--- src/visible_bearing_span_unit_assert.svh ---
// Assertion macros for the visible bearing span unit.
`ifndef VISIBLE_BEARING_SPAN_UNIT_ASSERT_SVH
`define VISIBLE_BEARING_SPAN_UNIT_ASSERT_SVH

// The consequent must hold in the same cycle as the antecedent.
`define VBS_ASSERT_SAME(label, clk, rst_n, ante, cons, msg) \
	label: assert property (@(posedge clk) disable iff (!rst_n) (ante) |-> (cons)) \
		else $error(msg);

// The consequent must hold in the cycle after the antecedent.
`define VBS_ASSERT_NEXT(label, clk, rst_n, ante, cons, msg) \
	label: assert property (@(posedge clk) disable iff (!rst_n) (ante) |=> (cons)) \
		else $error(msg);

`endif

--- src/vbs_pkg.sv ---
// Shared widths, angle constants, register codes and arctangent table.
`timescale 1ns / 1ps
`default_nettype none

package vbs_pkg;

	localparam int COORD_W          = 32;
	localparam int ANG_W            = 16;
	localparam int HORIZON_W        = 31;
	localparam int DIFF_W           = COORD_W + 1;
	localparam int SQ_W             = 2 * HORIZON_W;
	localparam int XY_W             = 35;
	localparam int Z_W              = 28;
	localparam int REL_W            = 30;
	localparam int ANG_TABLE_LEN    = 24;
	localparam int ITER_W           = $clog2(ANG_TABLE_LEN);
	localparam int CORDIC_STEPS_DEF = 16;
	localparam int CFG_IDX_W        = 2;
	localparam int CFG_DATA_W       = 32;
	localparam int HEADING_SHIFT    = 11;

	localparam logic [HORIZON_W-1:0] HORIZON_RESET = HORIZON_W'(655360);

	// Angles inside the arctangent unit are radians in Q.24.
	localparam logic signed [Z_W-1:0]   ANG_HALF_PI = Z_W'(26353589);
	localparam logic signed [REL_W-1:0] ANG_PI      = REL_W'(52707179);
	localparam logic signed [REL_W-1:0] ANG_NEG_PI  = -REL_W'(52707179);
	localparam logic signed [REL_W-1:0] ANG_TWO_PI  = REL_W'(105414357);
	localparam logic signed [REL_W-1:0] ROUND_BIAS  = REL_W'(1024);
	localparam logic signed [REL_W-1:0] OUT_MAX     = REL_W'(32767);
	localparam logic signed [REL_W-1:0] OUT_MIN     = -REL_W'(32768);

	typedef enum logic [CFG_IDX_W-1:0] {
		CFG_ROBOT_X   = 2'd0,
		CFG_ROBOT_Y   = 2'd1,
		CFG_HEADING   = 2'd2,
		CFG_HORIZON   = 2'd3
	} cfg_reg_t;

	// atan(2^-i) in Q.24 radians.
	function automatic logic signed [Z_W-1:0] atan_entry(input logic [ITER_W-1:0] idx);
		logic signed [Z_W-1:0] v;
		case (idx)
			5'd0:    v = Z_W'(13176795);
			5'd1:    v = Z_W'(7778716);
			5'd2:    v = Z_W'(4110060);
			5'd3:    v = Z_W'(2086331);
			5'd4:    v = Z_W'(1047214);
			5'd5:    v = Z_W'(524117);
			5'd6:    v = Z_W'(262123);
			5'd7:    v = Z_W'(131069);
			5'd8:    v = Z_W'(65536);
			5'd9:    v = Z_W'(32768);
			5'd10:   v = Z_W'(16384);
			5'd11:   v = Z_W'(8192);
			5'd12:   v = Z_W'(4096);
			5'd13:   v = Z_W'(2048);
			5'd14:   v = Z_W'(1024);
			5'd15:   v = Z_W'(512);
			5'd16:   v = Z_W'(256);
			5'd17:   v = Z_W'(128);
			5'd18:   v = Z_W'(64);
			5'd19:   v = Z_W'(32);
			5'd20:   v = Z_W'(16);
			5'd21:   v = Z_W'(8);
			5'd22:   v = Z_W'(4);
			5'd23:   v = Z_W'(2);
			default: v = '0;
		endcase
		return v;
	endfunction

endpackage

`default_nettype wire

--- src/vbs_if.sv ---
// Channel interfaces for target points and span results.
`timescale 1ns / 1ps
`default_nettype none

interface vbs_point_if import vbs_pkg::*; ();
	logic                      valid;
	logic                      ready;
	logic signed [COORD_W-1:0] point_x;
	logic signed [COORD_W-1:0] point_y;
	logic                      last_point;

	modport source (output valid, output point_x, output point_y, output last_point,
		input ready);
	modport sink (input valid, input point_x, input point_y, input last_point,
		output ready);
endinterface

interface vbs_span_if import vbs_pkg::*; ();
	logic                    valid;
	logic                    ready;
	logic                    any_visible;
	logic signed [ANG_W-1:0] span_min;
	logic signed [ANG_W-1:0] span_max;

	modport source (output valid, output any_visible, output span_min, output span_max,
		input ready);
	modport sink (input valid, input any_visible, input span_min, input span_max,
		output ready);
endinterface

`default_nettype wire

--- src/visible_bearing_span_unit.sv ---
// Top level: angular span of target points within the sight horizon.
//
//   channel   direction  transaction carries
//   points    in         point_x, point_y, last_point
//   result    out        any_visible, span_min, span_max (only after a last point)
//   cfg_*     in         write of robot_x, robot_y, robot_heading, horizon limit
//
// A point that is visible passes through ABS, SQX, SQY, HH, CMP, the arctangent iterations,
// REL, RND and FINAL before the next point is accepted; one at the robot position skips the
// iterations and one out of sight goes from CMP straight to FINAL. The steps come from one
// shared 31x31 multiplier used three times and one shifter pair that runs the arctangent
// iterations (at most 24 of them). On a last point the unit waits in its final step while an
// earlier result is still not taken. Reset is asynchronous and needs no clearing pass.
`timescale 1ns / 1ps
`default_nettype none

module visible_bearing_span_unit import vbs_pkg::*; #(
	parameter int CORDIC_STEPS = CORDIC_STEPS_DEF
) (
	input  logic                  clk,
	input  logic                  arst_n,
	input  logic                  cfg_we,
	input  logic [CFG_IDX_W-1:0]  cfg_index,
	input  logic [CFG_DATA_W-1:0] cfg_wdata,
	vbs_point_if.sink             points,
	vbs_span_if.source            result
);

	localparam int NITER = (CORDIC_STEPS > ANG_TABLE_LEN) ? ANG_TABLE_LEN : CORDIC_STEPS;
	localparam logic [ITER_W-1:0] ITER_LAST = ITER_W'(NITER - 1);

	typedef enum logic [3:0] {
		ST_IDLE, ST_ABS, ST_SQX, ST_SQY, ST_HH, ST_CMP, ST_ITER, ST_REL, ST_RND, ST_FINAL
	} state_t;

	state_t state_q;

	logic signed [COORD_W-1:0] robot_x_q;
	logic signed [COORD_W-1:0] robot_y_q;
	logic signed [ANG_W-1:0]   heading_q;
	logic [HORIZON_W-1:0]      horizon_q;

	logic signed [DIFF_W-1:0]  dx_q;
	logic signed [DIFF_W-1:0]  dy_q;
	logic                      last_q;
	logic [HORIZON_W-1:0]      ax_q;
	logic [HORIZON_W-1:0]      ay_q;
	logic                      in_range_q;
	logic [SQ_W-1:0]           prod_q;
	logic [SQ_W:0]             acc_q;
	logic signed [XY_W-1:0]    x_q;
	logic signed [XY_W-1:0]    y_q;
	logic signed [Z_W-1:0]     z_q;
	logic [ITER_W-1:0]         iter_q;
	logic signed [REL_W-1:0]   rel_q;

	logic signed [ANG_W-1:0]   run_min_q;
	logic signed [ANG_W-1:0]   run_max_q;
	logic                      seen_q;
	logic                      out_valid_q;
	logic                      out_vis_q;
	logic signed [ANG_W-1:0]   out_min_q;
	logic signed [ANG_W-1:0]   out_max_q;

	logic                      in_acc;
	logic                      emit_span;
	logic [DIFF_W-1:0]         abs_x;
	logic [DIFF_W-1:0]         abs_y;
	logic [HORIZON_W-1:0]      mul_a;
	logic [SQ_W-1:0]           mul_p;
	logic                      visible;
	logic                      zero_off;
	logic signed [XY_W-1:0]    xe;
	logic signed [XY_W-1:0]    ye;
	logic signed [XY_W-1:0]    xs;
	logic signed [XY_W-1:0]    ys;
	logic signed [REL_W-1:0]   head_ang;
	logic signed [REL_W-1:0]   rel_raw;
	logic signed [REL_W-1:0]   rnd;
	logic signed [REL_W-1:0]   q_full;
	logic signed [ANG_W-1:0]   q_sat;

	assign points.ready       = (state_q == ST_IDLE);
	assign in_acc             = points.valid && points.ready;
	assign result.valid       = out_valid_q;
	assign result.any_visible = out_vis_q;
	assign result.span_min    = out_min_q;
	assign result.span_max    = out_max_q;

	// A last point loads the result register once the previous transaction has left it.
	assign emit_span = (state_q == ST_FINAL) && last_q && (!out_valid_q || result.ready);

	// Configuration registers.
	always_ff @(posedge clk or negedge arst_n) begin
		if (!arst_n) begin
			robot_x_q <= '0;
			robot_y_q <= '0;
			heading_q <= '0;
			horizon_q <= HORIZON_RESET;
		end else if (cfg_we) begin
			unique case (cfg_reg_t'(cfg_index))
				CFG_ROBOT_X: robot_x_q <= $signed(cfg_wdata[COORD_W-1:0]);
				CFG_ROBOT_Y: robot_y_q <= $signed(cfg_wdata[COORD_W-1:0]);
				CFG_HEADING: heading_q <= $signed(cfg_wdata[ANG_W-1:0]);
				CFG_HORIZON: horizon_q <= cfg_wdata[HORIZON_W-1:0];
			endcase
		end
	end

	always_comb begin
		abs_x = dx_q[DIFF_W-1] ? DIFF_W'(-dx_q) : DIFF_W'(dx_q);
		abs_y = dy_q[DIFF_W-1] ? DIFF_W'(-dy_q) : DIFF_W'(dy_q);
	end

	// The one multiplier squares |dx|, then |dy|, then the horizon.
	always_comb begin
		unique case (state_q)
			ST_SQX:  mul_a = ax_q;
			ST_SQY:  mul_a = ay_q;
			default: mul_a = horizon_q;
		endcase
		mul_p = SQ_W'(mul_a) * SQ_W'(mul_a);
	end

	assign visible  = in_range_q && (acc_q <= {1'b0, prod_q});
	assign zero_off = (dx_q == '0) && (dy_q == '0);
	assign xe       = XY_W'(dx_q);
	assign ye       = XY_W'(dy_q);
	assign xs       = x_q >>> iter_q;
	assign ys       = y_q >>> iter_q;

	always_comb begin
		head_ang = REL_W'(heading_q) <<< HEADING_SHIFT;
		rel_raw  = REL_W'(z_q) - head_ang;
		rnd      = rel_q + ROUND_BIAS;
		q_full   = rnd >>> HEADING_SHIFT;
		priority if (q_full > OUT_MAX) begin
			q_sat = OUT_MAX[ANG_W-1:0];
		end else if (q_full < OUT_MIN) begin
			q_sat = OUT_MIN[ANG_W-1:0];
		end else begin
			q_sat = q_full[ANG_W-1:0];
		end
	end

	// Datapath registers.
	always_ff @(posedge clk) begin
		unique case (state_q)
			ST_IDLE: begin
				if (in_acc) begin
					dx_q   <= DIFF_W'(points.point_x) - DIFF_W'(robot_x_q);
					dy_q   <= DIFF_W'(points.point_y) - DIFF_W'(robot_y_q);
					last_q <= points.last_point;
				end
			end
			ST_ABS: begin
				ax_q       <= abs_x[HORIZON_W-1:0];
				ay_q       <= abs_y[HORIZON_W-1:0];
				in_range_q <= (abs_x <= DIFF_W'(horizon_q)) && (abs_y <= DIFF_W'(horizon_q));
			end
			ST_SQX: prod_q <= mul_p;
			ST_SQY: begin
				prod_q <= mul_p;
				acc_q  <= {1'b0, prod_q};
			end
			ST_HH: begin
				prod_q <= mul_p;
				acc_q  <= acc_q + {1'b0, prod_q};
			end
			ST_CMP: begin
				iter_q <= '0;
				// Turn a vector in the left half plane by a quarter turn first.
				priority if (zero_off || !xe[XY_W-1]) begin
					x_q <= xe;
					y_q <= ye;
					z_q <= '0;
				end else if (!ye[XY_W-1]) begin
					x_q <= ye;
					y_q <= -xe;
					z_q <= ANG_HALF_PI;
				end else begin
					x_q <= -ye;
					y_q <= xe;
					z_q <= -ANG_HALF_PI;
				end
			end
			ST_ITER: begin
				iter_q <= iter_q + 1'b1;
				if (y_q > 0) begin
					x_q <= x_q + ys;
					y_q <= y_q - xs;
					z_q <= z_q + atan_entry(iter_q);
				end else begin
					x_q <= x_q - ys;
					y_q <= y_q + xs;
					z_q <= z_q - atan_entry(iter_q);
				end
			end
			ST_REL: begin
				priority if (rel_raw > ANG_PI) begin
					rel_q <= rel_raw - ANG_TWO_PI;
				end else if (rel_raw < ANG_NEG_PI) begin
					rel_q <= rel_raw + ANG_TWO_PI;
				end else begin
					rel_q <= rel_raw;
				end
			end
			default: begin
			end
		endcase
	end

	// Sequencer, running span and result register.
	always_ff @(posedge clk or negedge arst_n) begin
		if (!arst_n) begin
			state_q     <= ST_IDLE;
			run_min_q   <= '0;
			run_max_q   <= '0;
			seen_q      <= 1'b0;
			out_valid_q <= 1'b0;
			out_vis_q   <= 1'b0;
			out_min_q   <= '0;
			out_max_q   <= '0;
		end else begin
			if (emit_span) begin
				out_valid_q <= 1'b1;
			end else if (out_valid_q && result.ready) begin
				out_valid_q <= 1'b0;
			end
			unique case (state_q)
				ST_IDLE: begin
					if (in_acc) begin
						state_q <= ST_ABS;
					end
				end
				ST_ABS: state_q <= ST_SQX;
				ST_SQX: state_q <= ST_SQY;
				ST_SQY: state_q <= ST_HH;
				ST_HH:  state_q <= ST_CMP;
				ST_CMP: begin
					priority if (!visible) begin
						state_q <= ST_FINAL;
					end else if (zero_off) begin
						state_q <= ST_REL;
					end else begin
						state_q <= ST_ITER;
					end
				end
				ST_ITER: begin
					if (iter_q == ITER_LAST) begin
						state_q <= ST_REL;
					end
				end
				ST_REL: state_q <= ST_RND;
				ST_RND: begin
					state_q <= ST_FINAL;
					seen_q  <= 1'b1;
					if (!seen_q || (q_sat < run_min_q)) begin
						run_min_q <= q_sat;
					end
					if (!seen_q || (q_sat > run_max_q)) begin
						run_max_q <= q_sat;
					end
				end
				ST_FINAL: begin
					if (!last_q) begin
						state_q <= ST_IDLE;
					end else if (emit_span) begin
						out_vis_q   <= seen_q;
						out_min_q   <= seen_q ? run_min_q : '0;
						out_max_q   <= seen_q ? run_max_q : '0;
						run_min_q   <= '0;
						run_max_q   <= '0;
						seen_q      <= 1'b0;
						state_q     <= ST_IDLE;
					end
				end
				default: state_q <= ST_IDLE;
			endcase
		end
	end

	`include "visible_bearing_span_unit_assert.svh"

	`VBS_ASSERT_NEXT(a_busy_after_accept, clk, arst_n, in_acc, !points.ready, "ready after accept")
	`VBS_ASSERT_SAME(a_empty_span_zero, clk, arst_n, result.valid && !result.any_visible, (result.span_min == '0) && (result.span_max == '0), "empty set with nonzero span")
	`VBS_ASSERT_SAME(a_span_ordered, clk, arst_n, seen_q, run_min_q <= run_max_q, "running minimum above maximum")
	`VBS_ASSERT_SAME(a_iter_bound, clk, arst_n, state_q == ST_ITER, iter_q <= ITER_LAST, "iteration count overrun")

endmodule

`default_nettype wire

--- src/flat_wrapper.sv ---
// flat-port wrapper written by rule: the top's interface ports become plain ports
module visible_bearing_span_unit_flat import vbs_pkg::*;
#(
	parameter int CORDIC_STEPS = CORDIC_STEPS_DEF
)
  (clk, arst_n, cfg_we, cfg_index, cfg_wdata, points_valid, points_point_x, points_point_y, points_last_point, points_ready, result_valid, result_any_visible, result_span_min, result_span_max, result_ready);
  vbs_point_if points_i ();
  vbs_span_if result_i ();
  input  logic clk;
  input  logic arst_n;
  input  logic cfg_we;
  input  logic [CFG_IDX_W-1:0] cfg_index;
  input  logic [CFG_DATA_W-1:0] cfg_wdata;
  input wire logic [$bits(points_i.valid)-1:0] points_valid;
  input wire logic [$bits(points_i.point_x)-1:0] points_point_x;
  input wire logic [$bits(points_i.point_y)-1:0] points_point_y;
  input wire logic [$bits(points_i.last_point)-1:0] points_last_point;
  output wire logic [$bits(points_i.ready)-1:0] points_ready;
  output wire logic [$bits(result_i.valid)-1:0] result_valid;
  output wire logic [$bits(result_i.any_visible)-1:0] result_any_visible;
  output wire logic [$bits(result_i.span_min)-1:0] result_span_min;
  output wire logic [$bits(result_i.span_max)-1:0] result_span_max;
  input wire logic [$bits(result_i.ready)-1:0] result_ready;
  assign points_i.valid = points_valid;
  assign points_i.point_x = points_point_x;
  assign points_i.point_y = points_point_y;
  assign points_i.last_point = points_last_point;
  assign points_ready = points_i.ready;
  assign result_valid = result_i.valid;
  assign result_any_visible = result_i.any_visible;
  assign result_span_min = result_i.span_min;
  assign result_span_max = result_i.span_max;
  assign result_i.ready = result_ready;
  visible_bearing_span_unit #(.CORDIC_STEPS(CORDIC_STEPS)) u_core (.clk(clk), .arst_n(arst_n), .cfg_we(cfg_we), .cfg_index(cfg_index), .cfg_wdata(cfg_wdata), .points(points_i), .result(result_i));
endmodule
--- config.mk ---
export PLATFORM = sky130hd
export DESIGN_NAME = visible_bearing_span_unit_flat
export DESIGN_NICKNAME = d
export VERILOG_FILES = /design/src/vbs_pkg.sv /design/src/vbs_if.sv /design/src/visible_bearing_span_unit.sv /design/src/flat_wrapper.sv
export VERILOG_INCLUDE_DIRS = /design/src /design/src/src
export SDC_FILE = /design/constraint.sdc
export NUM_CORES = 2
export LEC_CHECK = 0
export BUFFER_PORTS_ARGS = -buffer_cell sky130_fd_sc_hd__buf_2
export CAP_MARGIN = 20
export CORE_MARGIN = 2
export CORE_UTILIZATION = 55
export CTS_BUF_LIST = sky130_fd_sc_hd__clkbuf_4 sky130_fd_sc_hd__clkbuf_8 sky130_fd_sc_hd__clkbuf_16
export CTS_CLUSTER_SIZE = 12
export DETAILED_ROUTE_END_ITERATION = 8
export PLACE_DENSITY_LB_ADDON = 0.15
export SLEW_MARGIN = 25
export SYNTH_ARGS = -nofsm -noshare
export SYNTH_HDL_FRONTEND = slang
export SYNTH_SLANG_ARGS = --single-unit
--- constraint.sdc ---
create_clock -name clk -period 13.9 [get_ports clk]
set_clock_uncertainty 0.05 [all_clocks]
set_input_delay 0.695 -clock clk [delete_from_list [all_inputs] [get_ports clk]]
set_output_delay 0.695 -clock clk [all_outputs]
set_load 0.01 [all_outputs]
* Word level (Yosys, flattened, before mapping)
Memories as Yosys holds them, arrays and structs flattened. A register that Yosys moved wholly into a read port is not among the register bits. Cells that the tools add are included.
Storage, ports and cells: register bits after elaboration 570, ROM bits 1536, logic and storage cells 158, memories kept 2
Memories:
- (no name shown) | depth 32, width 24, read ports 1, clocked after Yosys merged registers in 1, write ports 0, line vbs_pkg.sv:43 | case (idx)
- (no name shown) | depth 32, width 24, read ports 1, clocked after Yosys merged registers in 1, write ports 0, line vbs_pkg.sv:43
Operators by class: add/subtract/negate cells 18, multiply operators 1, order comparisons 10, equal/unequal tests 20, shift-type cells 2, mux-type cells 47, reduce and logical (&&, ||, !) cells 33
Operators by type and width (number):
- $mux W35 | 6
- $mux W28 | 7
- $pmux W35 S2 | 2
- $mux W16 | 8
- $pmux W63 S2 | 1
- $add A35 B35 Y35 | 2
- $neg A33 Y35 | 2
- $sshr A35 B5 Y35 | 2
- $sub A35 B35 Y35 | 2
- $le A33 B31 Y1 | 2
- $logic_not A33 Y1 | 2
- $mux W33 | 2
- $neg A33 Y33 | 2
- $sub A32 B32 Y33 | 2
- $pmux W16 S2 | 2
- $add A63 B62 Y63 | 1
- $le A63 B62 Y1 | 1
- $mul A31 B31 Y62 | 1
- $pmux W31 S2 | 1
- $mux W30 | 2
- $pmux W28 S2 | 1
- $pmux W4 S10 | 1
- $gt A35 B1 Y1 const B | 1
- $add A30 B12 Y30 const B | 1
- 37 further kinds | 77

* Longest topological paths before layout
depth in word-level cells 8, depth in mapped cells 41, mapped depth without buffers 36

* Worst setup path after synthesis
OpenSTA, ideal clock, no wires.
path kind reg2reg, from register u_core.state_q[2], to register u_core.prod_q[60] (data pin), arrival time 9.286 ns, slack 4.301 ns, cell stages (with the launch flop) 37, path buffers 6, period minus slack after synthesis 9.599 ns, cells stage by stage dfrtp_1 -> clkbuf_1 -> nor2_1 -> and2_1 -> clkbuf_1 -> clkbuf_1 -> clkbuf_1 -> a21oi_1 -> inv_1 -> clkbuf_1 -> nor2_1 -> fa_1 -> inv_1 -> fa_1 -> fa_1 -> fa_1 -> inv_1 -> fa_1 -> fa_1 -> fa_1 -> inv_1 -> fa_1 -> inv_1 -> ha_1 -> clkbuf_1 -> a21oi_1 -> nor2b_1 -> o21ai_0 -> o311a_1 -> o221ai_1 -> a31oi_1 -> o21ai_1 -> a211o_1 -> a2111oi_0 -> nor3_1 -> a221oi_1 -> xnor2_1
Between the ends: word-level cells in the longest chain between the ends 3, elaborated cells on any way between the ends 4, those cells by class mul: 1; eq/ne: 2; mux: 1
Ends and longest elaborated chain:
- start, declared | line visible_bearing_span_unit.sv:36 | state_t state_q;
- start signal, assigned | line visible_bearing_span_unit.sv:216 | state_q <= ST_IDLE;
- start signal, assigned | line visible_bearing_span_unit.sv:233 | state_q <= ST_ABS;
- start signal, assigned | line visible_bearing_span_unit.sv:236 | ST_ABS: state_q <= ST_SQX;
- $eq A4 B2 Y1 | line visible_bearing_span_unit.sv:117 | unique case (state_q)
- $pmux W31 S2 * | line visible_bearing_span_unit.sv:117
- $mul A31 B31 Y62 * | line visible_bearing_span_unit.sv:122 | mul_p = SQ_W'(mul_a) * SQ_W'(mul_a);
- net u_core.mul_p[60] | line visible_bearing_span_unit.sv:70 | logic [SQ_W-1:0] mul_p;
- end signal, assigned | line visible_bearing_span_unit.sv:161 | ST_SQX: prod_q <= mul_p;
- end signal, assigned | line visible_bearing_span_unit.sv:163 | prod_q <= mul_p;
- end signal, assigned | line visible_bearing_span_unit.sv:167 | prod_q <= mul_p;
- end, declared | line visible_bearing_span_unit.sv:49 | logic [SQ_W-1:0] prod_q;
Mark *: on every way through the listed nets, which the timed path passes. The rest lies on a longest branch. A chain may end at the register's enable or synchronous reset.

* Final worst setup path
from register u_core.state_q[1], to register u_core.prod_q[54] (data pin)
The elaborated chain is that of the path after synthesis.

==> key figures <==
Cells and area
  – Non-filler instance count after layout: about 10k
  – Most common cell after layout, fill and taps aside: inv_1
  – Fin nets: 9717
  – Fill count: around 12k
  – Post-route cell area: between 80000 and 90000 um2
  – Layout cells sized above 1: between 8 and 9%
  – Most frequent cells in the layout: inv_1, fa_1, nand2_1
  – Area growth from synthesis to layout: 6.88%

Status
  – Status: finished, violations left
  – Violated checks: hold timing

CTS
  – Total CTS buffers: 74
  – Clock network latency to the later pin of the worst-skew pair: approximately 0.70 ns
  – Clock-pin slew on the worst setup and hold paths: approximately 0.06 ns
  – H-tree levels: 3
  – Post-CTS sizing: 0
  – CTS Hold Bufs: 0
  – CTS Buffer Depth: 3
  – Post-CTS Setup Inserts: 0
  – CTS tree: built
  – Num Clock Sinks: 583
  – CTS root buffer: clkbuf_16

Floorplanning
  – Die Y: around 370 um
  – Core area: 135000 um2
  – Initial Util: between 50 and 60%
  – Die Wd: between 300 and 400 um
  – Die area: 139000 um2
  – Num rows: approximately 140
  – Io pins: between 100 and 150

Synthesis
  – Synth warn: 0
  – Post-Syn Instances: approximately 8.2k
  – Synthesized area per cell: 9.15 um2
  – Seq cells post-synth: ~580
  – Synth async-reset ratio: 31.2%
  – Register area share after synthesis: 21.8%
  – Number of synthesized flops with an enable pin: approximately 380
  – Cell area after synthesis: 75000 um2
  – Synth unique cells: 96
  – Post-Synthesis Net Count: around 10k
  – Synth Flop Type: edfxtp_1

Worst setup path
  – Worst EP required: about 14 ns
  – RR Startpoint: u_core.state_q[1]
  – R2R cell count: 33
  – CP Launch Point: u_core.state_q[1]
  – Startpoint types: flip-flop
  – CP arrival: between 10 and 15 ns
  – WS Path Type: reg2reg
  – Setup crit end kind: flip-flop
  – CP max stage delay: between 0.8 and 0.9 ns
  – Most repeated library cell on the critical path: fa_1
  – Crit path depth: 33
  – Bufs and invs on worst path: 9
  – Crit-path leading delay family: adder cells
  – Crit path max fanout: 55
  – Critical path's slowest cell: clkinv_1

Place
  – GP Congestion: 0.990
  – PortBufs: roughly 140
  – Placed instance count: 9885
  – Dpl hpwl: between 150000 and 200000 um
  – DP Area: 77400 um2

Routing
  – 1st-iter DRT viols: ~6k
  – WL final: 225000 um
  – ANT nets after route: 0
  – Detailed-route via count: ~60k
  – # DRC: 0
  – WL/cell: roughly 22 um
  – DR vias/cell: 5.97
  – DR pass1 iterations: 6

Global route
  – Largest net degree at the start of global routing: ~130
  – Number of global-route vias before repair: a little under 60k
  – GRT Total Usage: approximately a third
  – First-pass GRT wire length: 348000 um
  – Initial antenna violation count: 14
  – Global route total overflow: 0

Timing
  – Tightest Pin Transition: between 1 and 1.5 ns
  – Max Slew Vio Count: 0
  – Final Cycle Share: between 80% and 90%
  – RSZ-0062 raised after global routing: no
  – Hold Vio Cnt, Final: 5
  – Finish-stage setup viols: 0
  – Fmax achieved: about 85 MHz
  – Post-route minimum period: between 10 and 15 ns
  – Setup TNS: 0 ns
  – Final hold slack: -0.0111 ns
  – Worst slew margin: ~23%

Min path
  – Worst min path class: in2async

Run
  – MaxCap Viol Count: 0
## metal layers
metal	routed length, um	part of all wire (%)	global-route usage, %
met2	96900	43	48.6
met5	40	0.018	0
met3	23700	11	7.61
met1	98300	44	46.8
met4	6170	2.7	8.28
## layout make-up
class                      count  area [um2]  share of cell area [%]
clock buffer                 100        2210                    2.75
tap                         1781        2230                    2.78
multi-input combinational   5900       52200                    65.2
inverter                    1391        5220                    6.52
antenna                        3        7.51                 0.00937
timing repair buffer         231        1410                    1.76
sequential                   583       16400                    20.4
clock inverter                37         452                   0.564
## sequential cells by signal, summed over array words and instances, names as in the netlist, 32 cells and up, named ones only
| name | count |
|---|---|
| u_core.acc_q | 63 |
| u_core.dx_q | 33 |
| u_core.dy_q | 33 |
| u_core.prod_q | 61 |
| u_core.robot_x_q | 32 |
| u_core.robot_y_q | 32 |
| u_core.x_q | 35 |
| u_core.y_q | 35 |
## synth_stat cells, types with 129 or more instances
master	count	area [um2]
inv_1	1383	5190
fa_1	763	15300
nand2_1	736	2760
nor2_1	670	2510
ha_1	669	8370
o21ai_0	421	2110
a21oi_1	408	2040
edfxtp_1	377	11300
xnor2_1	353	3090
clkbuf_1	251	942
dfrtp_1	180	4500
a21o_1	169	1270
mux2i_1	139	1390
xor2_1	129	1130
## per-stage QoR
stage	hold WS [ns]	util, %	setup slack, ns
2_1_floorplan	0.349	-	4.30
3_3_place_gp	0.405	57.2	2.71
3_5_place_dp	0.415	57.2	2.38
4_1_cts	0.00337	59.2	2.39
5_1_grt	0.0484	59.2	1.59
6_report	-0.0111	59.2	2.19
## logic make-up after synthesis
family / synth area share (%)
AND/OR/NAND/NOR: 12.2
buffers and inverters: 8.66
AO/OA/AOI/OAI: 13.4
adder cells (fa/ha/maj): 31.5
flip-flops: 21.8
XOR/XNOR: 5.63
multiplexers: 6.74
## final timing paths
| check | endpoint | slack (ns) |
|---|---|---|
| worst max-delay path | u_core.prod_q[54] | 2.19 |
| worst min-delay path | u_core.result.span_max[10] | -0.01 |
| worst max register to register | u_core.prod_q[54] | 2.19 |
| worst min register to register | u_core.result.span_max[13] | 0.42 |
| max in group asynchronous | u_core.robot_y_q[29] | 12.32 |
| min in group clk | u_core.last_q | 0.18 |
Power is left out: the tool's default activity adds up to more than one toggle a clock period on the data nets, which glitch-free logic cannot reach.
